File: src/sv/eswseq_pkg.sv
package eswseq_pkg;

    localparam int DEFAULT_WORDS = 2048;
    localparam int CFG_INDEX_W   = 2;

    localparam logic [1:0] FUNC_BYTE       = 2'd0;
    localparam logic [1:0] FUNC_HALF       = 2'd1;
    localparam logic [1:0] FUNC_WORD       = 2'd2;
    localparam logic [1:0] FUNC_MASS_ERASE = 2'd3;

    localparam logic [CFG_INDEX_W-1:0] REG_DIVIDER_LOADED = 2'd0;
    localparam logic [CFG_INDEX_W-1:0] REG_WINDOW_BEGIN   = 2'd1;
    localparam logic [CFG_INDEX_W-1:0] REG_WINDOW_END     = 2'd2;

    localparam logic [7:0] CMD_PROGRAM      = 8'h20;
    localparam logic [7:0] CMD_SECTOR_ERASE = 8'h40;
    localparam logic [7:0] CMD_MASS_ERASE   = 8'h41;

    localparam logic [15:0] ERASED_WORD       = 16'hFFFF;
    localparam logic [15:0] MASS_ADDR         = 16'h0400;
    localparam logic [15:0] WINDOW_BEGIN_INIT = 16'd1024;
    localparam logic [15:0] WINDOW_END_INIT   = 16'd4095;

    function automatic logic cmd_allowed(
        input logic        divider,
        input logic [15:0] addr,
        input logic [15:0] win_begin,
        input logic [15:0] win_end
    );
        return divider && (addr >= win_begin) && (addr <= win_end);
    endfunction

endpackage

File: src/sv/eswseq_index.sv
module eswseq_index #(
    parameter int WORDS = eswseq_pkg::DEFAULT_WORDS,
    parameter int IW    = 11
) (
    input  logic          clk,
    input  logic          rst_n,
    input  logic          start,
    input  logic [14:0]   word_addr,
    output logic          done,
    output logic [IW-1:0] idx0,
    output logic [IW-1:0] idx1
);
    import eswseq_pkg::*;

    localparam bit POW2 = ((WORDS & (WORDS - 1)) == 0);

    logic          done_reg;
    logic [IW-1:0] idx_reg;

    generate
        if (POW2) begin : g_mask
            always_ff @(posedge clk or negedge rst_n)
            begin
                if (!rst_n)
                begin
                    done_reg <= 1'b0;
                end
                else
                begin
                    done_reg <= start;
                end
            end

            always_ff @(posedge clk)
            begin
                if (start)
                begin
                    idx_reg <= word_addr[IW-1:0];
                end
            end
        end
        else begin : g_recip
            // remainder by reciprocal multiply: the quotient estimate is low by at most one,
            // so a single compare and subtract finishes it
            localparam logic [14:0] RECIP = 15'(32768 / WORDS);

            logic          v1_reg;
            logic          v2_reg;
            logic [14:0]   x_reg;
            logic [29:0]   prod_reg;
            logic [15:0]   rem_reg;
            logic [29:0]   qw;

            assign qw = 30'(prod_reg[29:15]) * 30'(WORDS);

            always_ff @(posedge clk or negedge rst_n)
            begin
                if (!rst_n)
                begin
                    v1_reg   <= 1'b0;
                    v2_reg   <= 1'b0;
                    done_reg <= 1'b0;
                end
                else
                begin
                    v1_reg   <= start;
                    v2_reg   <= v1_reg;
                    done_reg <= v2_reg;
                end
            end

            always_ff @(posedge clk)
            begin
                if (start)
                begin
                    x_reg    <= word_addr;
                    prod_reg <= 30'(word_addr) * 30'(RECIP);
                end
                if (v1_reg)
                begin
                    rem_reg <= {1'b0, x_reg} - qw[15:0];
                end
                if (v2_reg)
                begin
                    idx_reg <= (rem_reg >= 16'(WORDS)) ? IW'(rem_reg - 16'(WORDS))
                                                       : IW'(rem_reg);
                end
            end
        end
    endgenerate

    assign done = done_reg;
    assign idx0 = idx_reg;
    assign idx1 = (idx_reg == IW'(WORDS - 1)) ? '0 : idx_reg + IW'(1);

endmodule

File: config.mk
export PLATFORM = sky130hd
export DESIGN_NAME = eswseq_index
export DESIGN_NICKNAME = d
export VERILOG_FILES = /design/src/sv/eswseq_pkg.sv /design/src/sv/eswseq_index.sv
export SDC_FILE = /design/constraint.sdc
export NUM_CORES = 1
export LEC_CHECK = 0
export BUFFER_PORTS_ARGS = -buffer_cell sky130_fd_sc_hd__buf_2
export CAP_MARGIN = 20
export CORE_MARGIN = 5
export CORE_UTILIZATION = 36
export CTS_BUF_LIST = sky130_fd_sc_hd__clkbuf_16
export CTS_CLUSTER_DIAMETER = 50
export CTS_CLUSTER_SIZE = 25
export DETAILED_ROUTE_END_ITERATION = 16
export PLACE_DENSITY = 0.79
export SLEW_MARGIN = 40
export SYNTH_ARGS = -nofsm -noshare
export SYNTH_HDL_FRONTEND = slang
export SYNTH_SLANG_ARGS = --single-unit
File: constraint.sdc
create_clock -name clk -period 1.2 [get_ports clk]
set_input_delay 0.06 -clock clk [delete_from_list [all_inputs] [get_ports clk]]
set_output_delay 0.06 -clock clk [all_outputs]
set_load 0.05 [all_outputs]
==> results of run 1 <==
[routing by layer]
layer / wire (um) / GRT usage [%]
met4: 97 / 11.7
met5: 0 / 0
met1: 1150 / 24.7
met2: 1650 / 42.5
met3: 144 / 6.10
[logic make-up (layout without fill, tap and decap cells)]
kind of cell               after synthesis  in the layout  share of synthesized area, %
DFF                                     12             12                          58.2
adders and majority gates                1              1                          2.05
xor gates and xnor gates                 6              6                          8.61
and+or+nand+nor                         20             20                          22.3
buffers and inverters                    4             77                          2.46
AOI/OAI and AO/OA                        5              5                          6.35
[area by class of cell]
cell class                      instances  area [sq um]
Clock buffer                            3          75.1
Clock inverter                          1          3.75
Fill cell                              40          76.3
Inverter                                4          15.0
Multi-Input combinational cell         32           439
Sequential cell                        12           355
Tap cell                               16          20.0
Timing Repair Buffer                   69           574
[what timing repair did]
item / 4_1_cts / 5_1_grt
hold endpoints to repair: 10 / 1
gates resized for setup: 27 / 19
pin swaps: 7 / 6
setup buffers: 4 / 3
setup endpoints to repair: 12 / 14
hold buffers: 10 / 1
[worst max path at each step]
| stage | end | slack [ns] | depth (start not counted) |
|---|---|---|---|
| final | idx1[7] | -0.55 | 5 |
| after global routing | idx1[7] | -0.61 | 5 |
| after CTS | idx1[3] | -0.48 | 6 |
| after detailed placement | idx1[5] | -0.33 | 4 |
| after global placement | idx1[8] | -0.28 | 5 |
| after floorplan | idx1[5] | -0.63 | 3 |
[critical path: stages, from the launching register on]
cell and delay [ns]:
edfxtp_1 0.46, ha_4 0.20, nand3_4 0.13, o311ai_2 0.35, nand3_4 0.10, buf_4 0.20
[Yosys cell counts, types with 2 or more instances]
library cell | n | area (sq um)
nand3_1 | 3 | 15.0
xor2_1 | 3 | 26.3
nor2_1 | 2 | 7.51
xnor2_1 | 3 | 26.3
inv_1 | 4 | 15.0
or3_1 | 3 | 18.8
nor3_1 | 2 | 10.0
nand3_2 | 2 | 20.0
edfxtp_1 | 11 | 330
nand2_1 | 3 | 11.3
[per-stage QoR]
stage	setup TNS (ns)	total power, mW
global placement	-2.42	1.08
finish	-5.09	1.88
detailed placement	-2.83	1.09
floorplan	-5.99	0.920
global route	-5.72	1.95
CTS	-4.76	1.80
[power by group through the flow]
stage | Clock (mW) | Sequential (mW) | Combinational, mW
6_report | 0.606 | 0.531 | 0.744
5_1_grt | 0.644 | 0.535 | 0.771
4_1_cts | 0.609 | 0.525 | 0.666
3_5_place_dp | 0 | 0.527 | 0.564
3_3_place_gp | 0 | 0.526 | 0.557
2_1_floorplan | 0 | 0.657 | 0.263
==> out/metrics.yaml, run 1 <==
outcome:
  status: "complete, but fails checks"
  violations: "setup timing"
routing:
  drt-initial-drc-count: 13
  drt_pre_antenna_iters: 6
  vias: 713
  viasPerCell: 5.20
  antenna_left: 0
  routed_wl_um: 3040
  drc_errors: 0
  wl_per_cell_um: 22.2
yosys:
  synth-edff-count: 11
  ys_warn_count: 0
  synth_flop_cell: "edfxtp_1"
  ys_seq_area_share_pct: 58.2
  synth_nets: 67
  async_flop_share_pct: 8.33
  synth.distinct_cells: 22
  synth.avg_cell_area_sq_um: 12.7
  synth_seq_cells: 12
  syn_inst: 48
  syn-cell-area_sq_um: 611
pwr:
  switchingPower_mw: 0.652
  power_frac_clock_pct: 32.2
  worst_ir_drop_vdd_v: 0.00126
  p_seq_share_pct: 28.2
  powerDensity_mw_per_mm2: 1270
  comb_power_share_pct: 39.6
  leakage_nw: 0.641
  p_int_mw: 1.23
  swShare_pct: 34.7
timing:
  rsz0062_at_grt: "true"
  fmax_ghz: 0.571
  tightestPinTransition_ns: 0.332
  hold_viol_final: 0
  drv_slew: 0
  post-route-period-util_pct: 146
  period_needed_ns: 1.75
  setup_ws_ns: -0.552
  setup_viol: 12
  relSlewSlack_pct: 77.7
  hold_ws_ns: 0.0155
hold_path:
  holdPathEnd: "idx0[10]"
  worst_hold_path.num_cells: 1
  hold_path_class: "in -> reg"
  min-delay-start: "word_addr[10]"
clock_tree:
  clkSlewWorstSetupHoldPaths_ns: 0.04
  h-tree-depth: 1
  clockRootBuffer: "clkbuf_16"
  cts_sinks: 12
  numCtsBuffers: 3
  cts.path.max_buffers: 2
  cts_tree: "built"
placement:
  portBuffers: 36
  gp_congestion: 0.670
  dp_cells: 116
  dp_slack_ns: -0.331
  hpwlAfterDp_um: 1220
  placed_area_sq_mm: 0.00109
cells_and_area:
  final_common_cell: "buf_2"
  layout_common_cells: "buf_2 (22), buf_4 (19), buf_6 (13)"
  num-nets-final: 141
  largest_reg_flops: 11
  syn_to_final_growth_pct: 143
  antenna_cells: 0
  finalNonFillerCells: 137
  fin_util_pct: 95.1
  stdcell_area_sq_mm: 0.00148
  final_layout_size_suffix_gt1_share_pct: 71.1
setup_path:
  setup.worst_path.class: "reg -> out"
  crit_required_ns: 1.14
  worstSetupStartpointType: "register"
  endpoint_kind: "primary output"
  crit_arrival_ns: 1.69
  crit_path_start: "idx0[0]"
  critPathMaxFanout: 5
global_routing:
  grt_antenna_before_repair: 0
  overflow: 0
  grt_max_degree: 13
  grt.total_usage_pct: 23.3
  grt_pass1_wl_um: 4260
  grt_pass1_vias: 798
floorplan:
  die_w_um: 51.2
  start_util_pct: 39.2
  ios: 41
  rows: 14
  die-area_sq_mm: 0.00262
  fp.dieH_um: 51.2
  core_sq_mm: 0.00156
job:
  drv_cap: 0
Note: power is estimated with default switching activity, not from simulation.
==> run 2: changes to the inputs <==
--- a/config.mk
+++ b/config.mk
@@ -6,5 +6,5 @@
 export NUM_CORES = 1
 export LEC_CHECK = 0
-export BUFFER_PORTS_ARGS = -buffer_cell sky130_fd_sc_hd__buf_2
+export BUFFER_PORTS_ARGS = -buffer_cell sky130_fd_sc_hd__buf_4
 export CAP_MARGIN = 20
 export CORE_MARGIN = 5
==> constraint.sdc (replaced) <==
create_clock -name clk -period 1.2 [get_ports clk]
set_input_delay 0.06 -clock clk [delete_from_list [all_inputs] [get_ports clk]]
set_output_delay 0.06 -clock clk [all_outputs]
set_load 0.005 [all_outputs]
==> run 2 against run 1 <==
Against the previous run: critical path type unchanged; power fell by 18%; hold slack worse by 0.019 ns; non-clock buffer count is 4 lower; the run ends with hold timing, setup timing left; clock power rose by 2%; critical endpoint unchanged.
==> out/metrics.yaml, run 2 (same netlist as run 1, synthesis figures left out) <==
outcome:
  status: "complete, but fails checks"
  violations: "hold timing, setup timing"
pwr:
  leakage_nw: 0.582
  worst_ir_drop_vdd_v: 0.00116
  powerDensity_mw_per_mm2: 1180
cells_and_area:
  layout_common_cells: "buf_4 (53), edfxtp_1 (11), dlygate4sd3_1 (8)"
  final_layout_size_suffix_gt1_share_pct: 65.0
  syn_to_final_growth_pct: 115
  multi_input_area_sq_um: 319
  largest_reg_flops: 11
  fin_util_pct: 84.1
  seq_area_sq_um: 355
  antenna_cells: 0
  n_fill_cell: 77
  num-nets-final: 137
  final_common_cell: "buf_4"
  finalNonFillerCells: 133
clock_tree:
  clkSlewWorstSetupHoldPaths_ns: 0.04
  numCtsBuffers: 3
  cts.path.max_buffers: 2
  h-tree-depth: 1
  cts_tree: "built"
  cts_sinks: 12
  clockRootBuffer: "clkbuf_16"
global_routing:
  grt_pass1_wl_um: 3750
  grt_antenna_before_repair: 0
  overflow: 0
  grt.total_usage_pct: 20.1
  grt_max_degree: 13
  grt_pass1_vias: 714
floorplan:
  fp.dieH_um: 51.2
  rows: 14
  core_sq_mm: 0.00156
  die-area_sq_mm: 0.00262
  start_util_pct: 39.2
  ios: 41
  die_w_um: 51.2
placement:
  portBuffers: 36
  hpwlAfterDp_um: 1500
  dp_slack_ns: -0.186
  gp_congestion: 0.828
  dp_cells: 117
routing:
  drt_pre_antenna_iters: 4
  drt-initial-drc-count: 23
  antenna_left: 0
  drc_errors: 0
  vias: 682
  viasPerCell: 5.13
  routed_wl_um: 2490
  wl_per_cell_um: 18.7
setup_path:
  crit_arrival_ns: 1.55
  critPathMaxFanout: 4
  endpoint_kind: "primary output"
  setup.worst_path.class: "reg -> out"
  crit_required_ns: 1.14
  worstSetupStartpointType: "register"
timing:
  hold_ws_ns: -0.00307
  drv_slew: 0
  tightestPinTransition_ns: 0.229
  setup_ws_ns: -0.412
  period_needed_ns: 1.61
  post-route-period-util_pct: 134
  fin_tns_setup_ns: -3.71
  setup_viol: 11
  fmax_ghz: 0.620
  relSlewSlack_pct: 84.5
  rsz0062_at_grt: "true"
  hold_viol_final: 2
job:
  drv_cap: 0
hold_path:
  hold_path_class: "in -> reg"
[run 2: critical path, cell delays in order (launching register included)]
cell and delay [ns]:
edfxtp_1 0.44, nand4_1 0.17, buf_4 0.18, or3_1 0.34, nand3_1 0.09, buf_4 0.11
[run 2: report_power, final]
part	internal, mW	switching (mW)
Combinational	0.239	0.159
Sequential	0.496	0.0328
Clock	0.439	0.177
[run 2: cell type report]
type | count | share of cell area, %
clock buffer | 3 | 5.73
timing repair buffer | 65 | 39.9
inverter | 4 | 1.15
clock inverter | 1 | 0.286
tap | 16 | 1.53
sequential | 12 | 27.1
multi-input combinational | 32 | 24.3
[run 2: path summary, 6_finish.rpt]
path / from / cells past startpoint / slack [ns] / end
min in group asynchronous: rst_n / 2 / 0.14 / done
hold / removal: word_addr[4] / 1 / -0.003 / idx0[4]
max in group asynchronous: rst_n / 2 / 0.98 / done
setup / recovery: idx0[0] / 5 / -0.41 / idx1[7]
[run 2: repair_timing]
| item | in CTS | in global routing |
|---|---|---|
| endpoints found under the setup margin | 11 | 12 |
| pin swaps | 7 | 4 |
| endpoints found under the hold margin | 4 | 4 |
| hold buffers | 4 | 4 |
| resized for setup | 6 | 9 |
| buffers inserted | 4 | 2 |
[run 2: per-layer routing]
| metal | GRT usage (%) | share of wire, % |
|---|---|---|
| met1 | 22.6 | 38 |
| met2 | 37.1 | 55 |
| met3 | 6.40 | 7.8 |
| met4 | 3.59 | 0 |
| met5 | 0 | 0 |
[run 2: stage by stage]
step	total power [mW]	cell area [sq um]
after global routing	1.62	1310
final	1.54	1310
after floorplan	0.626	639
after global placement	0.845	1060
after CTS	1.49	1230
after detailed placement	0.857	1060
